## config.mk

```make
export PLATFORM = sky130hd
export DESIGN_NAME = at_response_frame_parser_unit
export DESIGN_NICKNAME = d
export VERILOG_FILES = /design/src/rtl/core/arfp_pkg.sv /design/src/rtl/core/arfp_parser.sv /design/src/rtl/core/arfp_classify.sv /design/src/rtl/core/arfp_out_reg.sv /design/src/rtl/core/at_response_frame_parser_unit.sv
export SDC_FILE = /design/constraint.sdc
export NUM_CORES = 1
export LEC_CHECK = 0
export BUFFER_PORTS_ARGS = -buffer_cell sky130_fd_sc_hd__buf_2
export CAP_MARGIN = 20
export CORE_ASPECT_RATIO = 0.9
export CORE_MARGIN = 5
export CORE_UTILIZATION = 40
export CTS_CLUSTER_SIZE = 28
export DETAILED_ROUTE_END_ITERATION = 8
export HOLD_SLACK_MARGIN = 0.02
export PLACE_DENSITY_LB_ADDON = 0.12
export SLEW_MARGIN = 20
export SYNTH_ARGS = -nofsm -noshare
export SYNTH_HDL_FRONTEND = slang
export SYNTH_SLANG_ARGS = --single-unit
```

## constraint.sdc

```tcl
create_clock -name i_clk -period 10.6 [get_ports i_clk]
set_input_delay 2.12 -clock i_clk [delete_from_list [all_inputs] [get_ports i_clk]]
set_output_delay 2.12 -clock i_clk [all_outputs]
set_load 0.02 [all_outputs]
```

## src/rtl/core/arfp_pkg.sv

```systemverilog
// Shared types, codes and constants of the AT response frame parser.
`default_nettype none
package arfp_pkg;

    localparam logic [7:0] START_DELIM   = 8'h7E;
    localparam logic [7:0] LEN_REJECT    = 8'hFF;
    localparam logic [7:0] CSUM_BASE     = 8'hFF;

    localparam int         HEADER_BYTES  = 4;
    localparam int         DATA_OFFSET   = 8;
    localparam int         IDX_W         = 9;

    localparam logic [IDX_W-1:0] IDX_FID       = IDX_W'(HEADER_BYTES);
    localparam logic [IDX_W-1:0] IDX_CMD_HI    = IDX_W'(HEADER_BYTES + 1);
    localparam logic [IDX_W-1:0] IDX_CMD_LO    = IDX_W'(HEADER_BYTES + 2);
    localparam logic [IDX_W-1:0] IDX_DATA0     = IDX_W'(DATA_OFFSET);
    localparam logic [IDX_W-1:0] IDX_DATA1     = IDX_W'(DATA_OFFSET + 1);
    localparam logic [IDX_W-1:0] IDX_DATA2     = IDX_W'(DATA_OFFSET + 2);
    localparam logic [IDX_W-1:0] IDX_BODY_BASE = IDX_W'(HEADER_BYTES - 1);

    localparam logic [15:0] RST_CODE_OPEN   = 16'd21583;
    localparam logic [15:0] RST_CODE_START  = 16'd21076;
    localparam logic [15:0] RST_CODE_DONE   = 16'd21574;
    localparam logic [15:0] RST_CODE_RESULT = 16'd21586;

    typedef enum logic [1:0] {
        CFG_OPEN   = 2'd0,
        CFG_START  = 2'd1,
        CFG_DONE   = 2'd2,
        CFG_RESULT = 2'd3
    } t_cfg_idx;

    typedef enum logic [2:0] {
        PH_HUNT   = 3'd0,
        PH_LEN_HI = 3'd1,
        PH_LEN_LO = 3'd2,
        PH_BODY   = 3'd3,
        PH_SKIP   = 3'd4
    } t_phase;

    typedef enum logic [1:0] {
        ERR_NONE      = 2'd0,
        ERR_LENGTH    = 2'd1,
        ERR_CHECKSUM  = 2'd2,
        ERR_EARLY_END = 2'd3
    } t_err;

    typedef enum logic [2:0] {
        KIND_OTHER  = 3'd0,
        KIND_OPEN   = 3'd1,
        KIND_START  = 3'd2,
        KIND_DONE   = 3'd3,
        KIND_RESULT = 3'd4
    } t_kind;

    typedef struct packed {
        logic       emit;
        t_err       err;
    } t_evt;

    typedef struct packed {
        logic [15:0] cmd;
        logic [7:0]  fid_byte;
        logic [7:0]  data0;
        logic [7:0]  data1;
        logic [7:0]  data2;
    } t_capture;

    typedef struct packed {
        logic [15:0] code_open;
        logic [15:0] code_start;
        logic [15:0] code_done;
        logic [15:0] code_result;
    } t_cfg;

    typedef struct packed {
        t_err        error_code;
        t_kind       reply_kind;
        logic [15:0] command_code;
        logic [7:0]  frame_number;
        logic [15:0] sent_count;
        logic [7:0]  signal_strength;
        logic [15:0] received_count;
        logic        wait_more;
    } t_result;

endpackage
`default_nettype wire

```

## src/rtl/core/arfp_parser.sv

```systemverilog
// Frame tracker: delimiter, length, checksum and field capture.
`default_nettype none
module arfp_parser
    import arfp_pkg::*;
(
    input  wire logic       i_clk,
    input  wire logic       i_rst_n,
    input  wire logic       i_fire,
    input  wire logic [7:0] i_byte,
    input  wire logic       i_first,
    input  wire logic       i_last,
    output t_evt            o_evt,
    output t_capture        o_cap
);

    t_phase             r_phase, n_phase;
    logic [7:0]         r_len, n_len;
    logic [IDX_W-1:0]   r_idx, n_idx;
    logic [7:0]         r_sum, n_sum;
    logic [7:0]         r_fid, n_fid;
    logic [15:0]        r_cmd, n_cmd;
    logic [7:0]         r_data [0:2];
    logic [7:0]         n_data [0:2];
    logic [IDX_W-1:0]   end_idx;

    assign end_idx = IDX_BODY_BASE + IDX_W'(r_len);

    always_ff @(posedge i_clk) begin
        if (!i_rst_n) begin
            r_phase   <= PH_HUNT;
            r_len     <= '0;
            r_idx     <= '0;
            r_sum     <= '0;
            r_fid     <= '0;
            r_cmd     <= '0;
            r_data[0] <= '0;
            r_data[1] <= '0;
            r_data[2] <= '0;
        end else begin
            r_phase   <= n_phase;
            r_len     <= n_len;
            r_idx     <= n_idx;
            r_sum     <= n_sum;
            r_fid     <= n_fid;
            r_cmd     <= n_cmd;
            r_data[0] <= n_data[0];
            r_data[1] <= n_data[1];
            r_data[2] <= n_data[2];
        end
    end

    always_comb begin
        n_phase   = r_phase;
        n_len     = r_len;
        n_idx     = r_idx;
        n_sum     = r_sum;
        n_fid     = r_fid;
        n_cmd     = r_cmd;
        n_data[0] = r_data[0];
        n_data[1] = r_data[1];
        n_data[2] = r_data[2];
        o_evt     = '{emit: 1'b0, err: ERR_NONE};

        if (i_fire) begin
            if (i_first) begin
                // any buffer start abandons the current frame
                n_len     = '0;
                n_idx     = '0;
                n_sum     = '0;
                n_fid     = '0;
                n_cmd     = '0;
                n_data[0] = '0;
                n_data[1] = '0;
                n_data[2] = '0;
                if (i_byte != START_DELIM) begin
                    n_phase = PH_HUNT;
                end else begin
                    n_idx = IDX_W'(1);
                    if (i_last) begin
                        n_phase = PH_HUNT;
                        o_evt   = '{emit: 1'b1, err: ERR_EARLY_END};
                    end else begin
                        n_phase = PH_LEN_HI;
                    end
                end
            end else begin
                unique case (r_phase)
                    PH_LEN_HI: begin
                        n_len = i_byte;
                        n_idx = IDX_W'(2);
                        if (i_last) begin
                            n_phase = PH_HUNT;
                            o_evt   = '{emit: 1'b1, err: ERR_EARLY_END};
                        end else begin
                            n_phase = PH_LEN_LO;
                        end
                    end
                    PH_LEN_LO: begin
                        n_idx = IDX_W'(3);
                        if (r_len != 8'd0 || i_byte == LEN_REJECT) begin
                            n_len   = '0;
                            n_phase = i_last ? PH_HUNT : PH_SKIP;
                            o_evt   = '{emit: 1'b1, err: ERR_LENGTH};
                        end else begin
                            n_len = i_byte;
                            if (i_last) begin
                                n_phase = PH_HUNT;
                                o_evt   = '{emit: 1'b1, err: ERR_EARLY_END};
                            end else begin
                                n_phase = PH_BODY;
                            end
                        end
                    end
                    PH_BODY: begin
                        if (r_idx < end_idx) begin
                            n_sum = r_sum + i_byte;
                            n_idx = r_idx + IDX_W'(1);
                            if (r_idx == IDX_FID)    n_fid = i_byte;
                            if (r_idx == IDX_CMD_HI) n_cmd[15:8] = i_byte;
                            if (r_idx == IDX_CMD_LO) n_cmd[7:0]  = i_byte;
                            if (r_idx == IDX_DATA0)  n_data[0]   = i_byte;
                            if (r_idx == IDX_DATA1)  n_data[1]   = i_byte;
                            if (r_idx == IDX_DATA2)  n_data[2]   = i_byte;
                            if (i_last) begin
                                n_phase = PH_HUNT;
                                o_evt   = '{emit: 1'b1, err: ERR_EARLY_END};
                            end
                        end else begin
                            // checksum byte
                            n_phase = i_last ? PH_HUNT : PH_SKIP;
                            o_evt.emit = 1'b1;
                            o_evt.err  = ((CSUM_BASE - r_sum) == i_byte) ? ERR_NONE
                                                                         : ERR_CHECKSUM;
                        end
                    end
                    PH_SKIP: begin
                        if (i_last) n_phase = PH_HUNT;
                    end
                    default: begin
                        n_phase = PH_HUNT;
                    end
                endcase
            end
        end
    end

    assign o_cap = '{cmd: r_cmd, fid_byte: r_fid,
                     data0: r_data[0], data1: r_data[1], data2: r_data[2]};

endmodule
`default_nettype wire

```

## src/rtl/core/arfp_classify.sv

```systemverilog
// Command classification and result field assembly.
`default_nettype none
module arfp_classify
    import arfp_pkg::*;
(
    input  wire t_evt     i_evt,
    input  wire t_capture i_cap,
    input  wire t_cfg     i_cfg,
    output t_result       o_result
);

    t_kind kind;

    // first matching register wins
    always_comb begin
        priority if (i_cap.cmd == i_cfg.code_open)   kind = KIND_OPEN;
        else if     (i_cap.cmd == i_cfg.code_start)  kind = KIND_START;
        else if     (i_cap.cmd == i_cfg.code_done)   kind = KIND_DONE;
        else if     (i_cap.cmd == i_cfg.code_result) kind = KIND_RESULT;
        else                                         kind = KIND_OTHER;
    end

    always_comb begin
        o_result            = '0;
        o_result.error_code = i_evt.err;
        if (i_evt.err == ERR_NONE) begin
            o_result.reply_kind   = kind;
            o_result.command_code = i_cap.cmd;
            o_result.frame_number = i_cap.fid_byte;
            if (kind == KIND_START) begin
                o_result.sent_count = {i_cap.data0, i_cap.data1};
                o_result.wait_more  = 1'b1;
            end
            if (kind == KIND_RESULT) begin
                o_result.signal_strength = i_cap.data0;
                o_result.received_count  = {i_cap.data1, i_cap.data2};
            end
        end
    end

endmodule
`default_nettype wire

```

## src/rtl/core/arfp_out_reg.sv

```systemverilog
// Result register with valid/ready hand-off.
`default_nettype none
module arfp_out_reg
    import arfp_pkg::*;
(
    input  wire logic    i_clk,
    input  wire logic    i_rst_n,
    input  wire logic    i_load,
    input  wire t_result i_result,
    input  wire logic    i_take,
    output logic         o_valid,
    output logic         o_free,
    output t_result      o_result
);

    logic    r_valid, n_valid;
    t_result r_result;

    assign n_valid = i_load | (r_valid & ~i_take);
    assign o_free  = ~r_valid | i_take;

    always_ff @(posedge i_clk) begin
        if (!i_rst_n) begin
            r_valid <= 1'b0;
        end else begin
            r_valid <= n_valid;
        end
    end

    always_ff @(posedge i_clk) begin
        if (i_load) begin
            r_result <= i_result;
        end
    end

    assign o_valid  = r_valid;
    assign o_result = r_result;

endmodule
`default_nettype wire

```

## src/rtl/core/at_response_frame_parser_unit.sv

```systemverilog
// Top level of the AT response frame parser.
//
//  Channel   Direction  Handshake            Payload
//  --------  ---------  -------------------  ---------------------------------------
//  in        in         i_valid / o_ready    rx_byte, buffer_start, buffer_end
//  out       out        o_valid / i_ready    error, kind, command, frame, counts, rssi
//  cfg       in         i_cfg_we             i_cfg_idx, i_cfg_data (no read-back)
//
// One request per cycle sustained while results are taken. A request is latched in the
// input register; once the output register is free, the frame tracker and classifier
// settle combinationally and a result, if any, is written to the output register.
// Reset (synchronous, active low) puts the tracker in delimiter hunt, clears captures
// and loads the default command codes.
// A stalled output holds the input stage; o_ready stays high while the input register
// is empty or moving on, so the link runs at full rate whenever results are taken.
`default_nettype none
module at_response_frame_parser_unit
    import arfp_pkg::*;
(
    input  wire logic              i_clk,
    input  wire logic              i_rst_n,
    // input channel
    input  wire logic              i_valid,
    output logic                   o_ready,
    input  wire logic [7:0]        i_rx_byte,
    input  wire logic              i_buffer_start,
    input  wire logic              i_buffer_end,
    // result channel
    output logic                   o_valid,
    input  wire logic              i_ready,
    output logic [1:0]             o_error_code,
    output logic [2:0]             o_reply_kind,
    output logic [15:0]            o_command_code,
    output logic [7:0]             o_frame_number,
    output logic [15:0]            o_sent_count,
    output logic signed [7:0]      o_signal_strength,
    output logic [15:0]            o_received_count,
    output logic                   o_wait_more,
    // configuration
    input  wire logic              i_cfg_we,
    input  wire logic [1:0]        i_cfg_idx,
    input  wire logic [15:0]       i_cfg_data
);

    // input register
    logic       r_in_valid;
    logic [7:0] r_in_byte;
    logic       r_in_first;
    logic       r_in_last;

    t_cfg       r_cfg;
    t_evt       evt;
    t_capture   cap;
    t_result    result;
    t_result    out_result;
    logic       out_free;
    logic       fire;

    // the request in the input register moves on once the result slot can take it
    assign fire    = r_in_valid & out_free;
    assign o_ready = ~r_in_valid | fire;

    always_ff @(posedge i_clk) begin
        if (!i_rst_n) begin
            r_in_valid <= 1'b0;
        end else if (o_ready) begin
            r_in_valid <= i_valid;
        end
    end

    always_ff @(posedge i_clk) begin
        if (o_ready && i_valid) begin
            r_in_byte  <= i_rx_byte;
            r_in_first <= i_buffer_start;
            r_in_last  <= i_buffer_end;
        end
    end

    // command code registers; the user must write them only while idle, the block does not enforce it
    always_ff @(posedge i_clk) begin
        if (!i_rst_n) begin
            r_cfg.code_open   <= RST_CODE_OPEN;
            r_cfg.code_start  <= RST_CODE_START;
            r_cfg.code_done   <= RST_CODE_DONE;
            r_cfg.code_result <= RST_CODE_RESULT;
        end else if (i_cfg_we) begin
            unique case (t_cfg_idx'(i_cfg_idx))
                CFG_OPEN:   r_cfg.code_open   <= i_cfg_data;
                CFG_START:  r_cfg.code_start  <= i_cfg_data;
                CFG_DONE:   r_cfg.code_done   <= i_cfg_data;
                CFG_RESULT: r_cfg.code_result <= i_cfg_data;
                default:    r_cfg             <= r_cfg;
            endcase
        end
    end

    arfp_parser u_parser (
        .i_clk   (i_clk),
        .i_rst_n (i_rst_n),
        .i_fire  (fire),
        .i_byte  (r_in_byte),
        .i_first (r_in_first),
        .i_last  (r_in_last),
        .o_evt   (evt),
        .o_cap   (cap)
    );

    arfp_classify u_classify (
        .i_evt    (evt),
        .i_cap    (cap),
        .i_cfg    (r_cfg),
        .o_result (result)
    );

    arfp_out_reg u_out_reg (
        .i_clk    (i_clk),
        .i_rst_n  (i_rst_n),
        .i_load   (fire & evt.emit),
        .i_result (result),
        .i_take   (i_ready),
        .o_valid  (o_valid),
        .o_free   (out_free),
        .o_result (out_result)
    );

    assign o_error_code      = out_result.error_code;
    assign o_reply_kind      = out_result.reply_kind;
    assign o_command_code    = out_result.command_code;
    assign o_frame_number    = out_result.frame_number;
    assign o_sent_count      = out_result.sent_count;
    assign o_signal_strength = $signed(out_result.signal_strength);
    assign o_received_count  = out_result.received_count;
    assign o_wait_more       = out_result.wait_more;

endmodule
`default_nettype wire

```

==> results of run 1 <==
power groups by stage:
stage | clock, W | sequential (W) | combinational, W
after floorplan | 0 | 0.000922 | 0.0000569
after global placement | 0 | 0.000926 | 0.0000862
after detailed placement | 0 | 0.000926 | 0.0000868
after CTS | 0.000867 | 0.000908 | 0.0000872
after global routing | 0.000897 | 0.000909 | 0.0000965
final | 0.000844 | 0.000908 | 0.0000864
cells in the mapped netlist (all sizes together), types with 6 or more instances:
cell	n	area (sq um)
and2	77	481.7
ha	20	250.2
edfxtp	80	2402
a21oi	13	65.06
nor2	15	56.30
xor2	56	490.5
inv	11	41.29
nand4	13	81.33
nand2	172	645.6
dfxtp	142	2843
o21ai	64	324.1
a22oi	7	52.55
nor2b	13	81.33
nor4	18	118.9
clkbuf	39	146.4
xnor2	25	219.0
a21boi	45	337.8
nor3	11	65.06
nand3	91	455.4
nor3b	6	45.04
buf	25	162.7
registers in the layout, indices dropped and copies added, names as in the netlist:
name / cells
u_out_reg.o_result: 70
r_cfg: 64
u_parser.r_data: 24
u_parser.r_cmd: 16
u_parser.r_idx: 9
r_in_byte: 8
u_parser.r_fid: 8
u_parser.r_len: 8
u_parser.r_sum: 8
u_parser.r_phase: 3
r_in_first: 1
r_in_last: 1
r_in_valid: 1
u_out_reg.o_valid: 1
worst max-delay path, stage by stage:
cell and delay [ns]:
buf_2 0.10, nor2b_1 0.18, nand2_1 0.09, buf_2 0.16
final timing paths:
| path | depth (start not counted) | endpoint | from |
|---|---|---|---|
| max | 4 | o_ready | i_ready |
| min | 2 | u_parser.r_data[0][17] | u_parser.r_data[0][17] |
| min reg2reg | 2 | u_parser.r_data[0][17] | u_parser.r_data[0][17] |
| max reg2reg | 12 | u_out_reg.o_result[9] | u_parser.r_len[0] |
through the flow:
step / area [sq um] / instances / worst slack, ns / hold slack [ns] / utilization (%)
2_1_floorplan: 9912 / 999 / 5.733 / 0.4353 / -
3_3_place_gp: 10560 / 1351 / 5.839 / 0.4468 / 43.41
3_5_place_dp: 10560 / 1351 / 5.829 / 0.4537 / 43.43
4_1_cts: 11370 / 1395 / 5.826 / 0.4671 / 46.73
5_1_grt: 11370 / 1395 / 5.793 / 0.4946 / 46.73
6_report: 11370 / 1395 / 5.827 / 0.4623 / 46.73
final cells by class:
| cell class | instances | area share (%) |
|---|---|---|
| timing repair buffer | 108 | 4.843 |
| multi-input combinational | 702 | 38.18 |
| sequential | 222 | 46.14 |
| clock buffer | 32 | 5.999 |
| clock inverter | 12 | 1.079 |
| inverter | 11 | 0.3632 |
| tap | 308 | 3.390 |
kinds of logic after synthesis:
| group | count (synthesis) | share of synthesized area (%) |
|---|---|---|
| DFF | 222 | 52.92 |
| xor gates and xnor gates | 81 | 7.157 |
| adders and majority gates | 21 | 2.727 |
| muxes | 3 | 0.3156 |
| AOI/OAI and AO/OA | 160 | 11.20 |
| and+or+nand+nor | 437 | 22.15 |
| buffers and inverters | 75 | 3.534 |
layer usage:
metal  vias to the layer above  global-route usage (%)  share of wire [%]  wire (um)
met5                         -                       0                  0          0
met4                         0                   3.366                1.8        434
met1                      3305                   25.05                 49      11970
met3                        37                   3.324                5.3       1302
met2                       150                   26.83                 44      10880
li1                       3612                       -                  -          -
==> run_results.csv, run 1 <==
group,metric,value,unit
cells_and_area,final_common_cell,"nand2_1",
cts,clk_transition_reported_paths,0.06,ns
power,leakagePower,4.683,nW
timing,setup_viol,0,
routing,ant_nets,0,
cts,h-tree-depth,1,
routing,initialDrtViolationCount,442,
timing,worstMarginPinSlew,1.022,ns
synthesis,synthesis.area,0.009912,sq mm
cells_and_area,fill_cells,2313,
power,p_int,0.001426,W
routing,dr.pass1.iters,4,
power,switchingPower,0.0004117,W
timing,maxSlewViolCount,0,
cells_and_area,layout-drive-gt1-share,15.64,%
timing,fin_crit_sh,45.03,%
outcome,status,"completed",
cts,cts_buffers,24,
timing,min_period,4.773,ns
floorplanning,die_area,0.02803,sq mm
timing,finalHoldViolCount,0,
routing,wire_per_inst,17.62,um
worst_setup_path,criticalPathCategory,"input port to primary output",
power,pwr-share-comb,4.7,%
placement,place.gp.congestion,0.8187,
hold_path,hold_class,"flop to flop",
synthesis,synth_edf_count,80,
worst_setup_path,reg2reg_slack,6.59,ns
synthesis,syn_avg_cell_area,9.922,sq um
synthesis,synthArstFlopShare,0,%
cells_and_area,seqCellArea,0.005245,sq mm
cts,cts_root_buf,"clkbuf_16",
synthesis,ys_types,65,
cts,clock_latency,0.52,ns
floorplanning,pin_count,105,
timing,slew-limit-headroom,31.86,%
cts,tritoncts,"done",
power,powerDensity,161.7,mW/mm^2
power,pwr-share-clk,45.9,%
cells_and_area,antenna_cells,0,
routing,drt-total-wl,24.59,mm
power,ir_drop,0.00009189,V
routing,via_per_inst,5.092,
global_route,grt_pass1_vias,6809,
synthesis,synth_seq_area_share,52.92,%
power,power,0.001838,W
synthesis,ys_warn_count,0,
timing,setup_tns,0,ns
worst_setup_path,cp_max_fo,3,
cts,numClockSinks,222,
cells_and_area,syn_to_final_growth,14.68,%
cts,cts.path.max_buffers,3,
floorplanning,fp.dieW,175.9,um
synthesis,synth-seq-cells,222,
timing,skew,0.01400,ns
power,seqPwrFrac,49.4,%
placement,hpwlAfterDp,16.41,mm
floorplanning,rows,54,
synthesis,ys.flop_type,"dfxtp_1",
global_route,grt_max_degree,94,
worst_setup_path,crit_required,8.48,ns
timing,max_freq,209.5,MHz
worst_setup_path,worstSetupEndpointType,"primary output",
routing,drc,0,
cts,cts.hold.buffers_added,0,
placement,portBuffers,104,
synthesis,syn-num-nets,1053,
worst_setup_path,start_kind,"input port",
worst_setup_path,arrival,2.65,ns
global_route,grt_overflow,0,
synthesis,syn_inst,999,
cells_and_area,nNetsFinal,1123,
cts,post_cts_buffers,0,
floorplanning,initial_utilization,40.75,%
timing,rsz0062_at_grt,"false",
global_route,grt_use_total,17.18,%
global_route,grt_pass1_wl,38.97,mm
routing,route.vias.total,7104,
global_route,antenna_found_initial,0,
cells_and_area,layout_common_cells,"172 x nand2_1, 142 x dfxtp_1, 104 x buf_2",
cells_and_area,multi_input_area,0.004340,sq mm
power,sw_frac_of_total,22.40,%
floorplanning,core,0.02432,sq mm
floorplanning,die_h,159.3,um
run,cap_violations,0,
cts,post_cts_resized,0,
Power figures use the tool's default switching activity.
==> inputs of run 2 (changes only) <==
clock period = 4.9 ns   (was 10.6 ns; I/O delays follow)
==> run 2 against run 1 <==
  * Combinational power up 120%
  * Non-clock buffer count is 2 higher
  * Global-route usage increased by 0.18 points
  * Wire length increased by 0.94%
  * Flip-flop and latch count did not move
==> run_results.csv, run 2 (same netlist as run 1, synthesis figures left out) <==
group,metric,value,unit
cells_and_area,layout_common_cells,"172 x nand2_1, 142 x dfxtp_1, 104 x buf_2",
worst_setup_path,worstSetupEndpointType,"flop",
worst_setup_path,slowest_stage,"a311oi_4",
routing,dr.pass1.iters,4,
floorplanning,fp.dieW,175.9,um
placement,placed_cells,1353,
cts,numClockSinks,222,
hold_path,hold_class,"flop to flop",
placement,hpwlAfterDp,16.61,mm
timing,slew-limit-headroom,32.68,%
cells_and_area,fill_cells,2347,
cells_and_area,final_cells,1401,
worst_setup_path,max_stage_delay,0.88,ns
worst_setup_path,start_kind,"flop",
worst_setup_path,r2r_start,"u_parser.r_len[0]",
floorplanning,core,0.02432,sq mm
cts,clk_transition_reported_paths,0.06,ns
cts,clock_latency,0.52,ns
timing,fin_crit_sh,77.98,%
global_route,grt_pass1_vias,6896,
cells_and_area,largest_reg_flops,70,
routing,route.vias.total,7151,
floorplanning,die_area,0.02803,sq mm
cts,cts.path.max_buffers,3,
power,p_int,0.003180,W
timing,min_period,3.821,ns
cts,post_cts_buffers,0,
floorplanning,pin_count,105,
global_route,grt_max_degree,82,
timing,setup_viol,0,
cells_and_area,final_common_cell,"nand2_1",
worst_setup_path,cp_max_fo,25,
hold_path,min_to,"u_parser.r_data[0][17]",
routing,initialDrtViolationCount,573,
placement,place.gp.congestion,0.8368,
outcome,status,"completed",
global_route,grt_pass1_wl,39.21,mm
cts,tritoncts,"done",
placement,portBuffers,104,
routing,via_per_inst,5.104,
power,seqPwrFrac,47.9,%
power,pwr-share-comb,4.6,%
cts,post_cts_resized,0,
power,pwr-share-clk,47.5,%
routing,wire_per_inst,17.71,um
cells_and_area,antenna_cells,0,
power,switchingPower,0.0009206,W
floorplanning,die_h,159.3,um
cells_and_area,syn_to_final_growth,15.65,%
cts,cts.hold.buffers_added,0,
worst_setup_path,criticalPathCategory,"flop to flop",
timing,skew,0.01765,ns
worst_setup_path,path_common_cell,"ha_1",
global_route,grt_overflow,0,
global_route,grt_use_total,17.36,%
cts,h-tree-depth,1,
timing,worstMarginPinSlew,1.010,ns
power,leakagePower,4.724,nW
worst_setup_path,r2r-end,"u_out_reg.o_result[7]",
routing,ant_nets,0,
routing,drt-total-wl,24.82,mm
cts,cts_root_buf,"clkbuf_16",
cells_and_area,fin_util,47.13,%
worst_setup_path,reg2reg_slack,1.08,ns
worst_setup_path,arrival,4.21,ns
hold_path,holdPathStages,2,
power,powerDensity,357.7,mW/mm^2
routing,drc,0,
worst_setup_path,crit_chain,"inv_1, ha_1, nor2_1, and3_1, nand3_1, ha_1, a21oi_1, o21ai_1, nor3_2, o41ai_4, a311oi_4, and2_1",
power,sw_frac_of_total,22.45,%
floorplanning,rows,54,
timing,maxSlewViolCount,0,
run,cap_violations,0,
power,ir_drop,0.0002568,V
timing,setup_tns,0,ns
timing,rsz0062_at_grt,"false",
floorplanning,initial_utilization,40.75,%
global_route,antenna_found_initial,0,
worst_setup_path,r2r_cells,12,
timing,finalHoldViolCount,0,
cells_and_area,layout-drive-gt1-share,15.83,%
worst_setup_path,crit_required,5.29,ns
worst_setup_path,crit_buf_inv,1,
timing,max_freq,261.7,MHz
cts,cts_buffers,26,
hold_path,hold_start,"u_parser.r_data[0][17]",
worst_setup_path,crit_family,"compound AO/OA/AOI/OAI gates",
cells_and_area,nNetsFinal,1127,
==> run 2: changes by cell type in the layout (fill, tap and decap cells not counted), sizes merged <==
cell      delta
buf          +2
clkinv       -4
inv          +2
clkbuf       +6
clkinvlp     +1
bufinv       -1
==> run 2: power by group through the flow <==
| stage | clock network (W) | registers, W | logic (W) |
|---|---|---|---|
| floorplan | 0 | 0.00199 | 0.000123 |
| global placement | 0 | 0.00200 | 0.000188 |
| detailed placement | 0 | 0.00200 | 0.000189 |
| CTS | 0.00200 | 0.00196 | 0.000190 |
| global route | 0.00208 | 0.00197 | 0.000209 |
| finish | 0.00195 | 0.00196 | 0.000187 |
==> run 2: worst max-delay path by stage <==
stage / start / to / slack, ns / cells after the start
2_1_floorplan: u_parser.r_len[0] / u_out_reg.o_result[0] / 0.79 / 11
3_3_place_gp: u_parser.r_len[0] / u_out_reg.o_result[7] / 1.19 / 12
3_5_place_dp: u_parser.r_len[0] / u_out_reg.o_result[7] / 1.07 / 12
4_1_cts: u_parser.r_len[0] / u_out_reg.o_result[7] / 1.05 / 12
5_1_grt: u_parser.r_len[0] / u_out_reg.o_result[7] / 0.65 / 12
6_report: u_parser.r_len[0] / u_out_reg.o_result[7] / 1.08 / 12
==> run 2: area by class of cell <==
class | count | area [sq um] | share of cell area [%]
clock buffers | 38 | 789.5 | 6.887
clock inverters | 10 | 101.3 | 0.8841
inverters | 11 | 41.29 | 0.3602
multi-input cells | 702 | 4335 | 37.82
flip-flops and latches | 222 | 5245 | 45.75
well taps | 308 | 385.4 | 3.362
repair buffers | 110 | 565.5 | 4.933
==> run 2: layer usage <==
metal | wire [um] | vias to the layer above | GRT usage [%]
li1 | - | 3620 | -
met1 | 12110 | 3349 | 26.08
met2 | 11040 | 155 | 26.67
met3 | 1204 | 27 | 2.659
met4 | 462 | 0 | 3.544
met5 | 0 | - | 0
==> run 2: worst reg2reg max path: cells and delay by family, from the launching register on <==
family | cells | cell delay (ns)
buffers and inverters | 1 | 0.07
AND/OR/NAND/NOR | 5 | 1.27
adder cells (fa/ha/maj) | 2 | 0.57
flip-flops | 1 | 0.38
AO/OA/AOI/OAI | 4 | 1.40
==> run 2: stage by stage <==
stage                     setup WS, ns  hold WS (ns)  instance area (sq um)  power [W]
after floorplan                 0.7937        0.4353                   9912   0.002117
after global placement           1.187        0.4442                  10570   0.002191
final                            1.079        0.4641                  11460   0.004100
after detailed placement         1.069        0.4542                  10570   0.002192
after CTS                        1.048        0.4684                  11460   0.004152
after global routing            0.6481        0.4958                  11460   0.004253
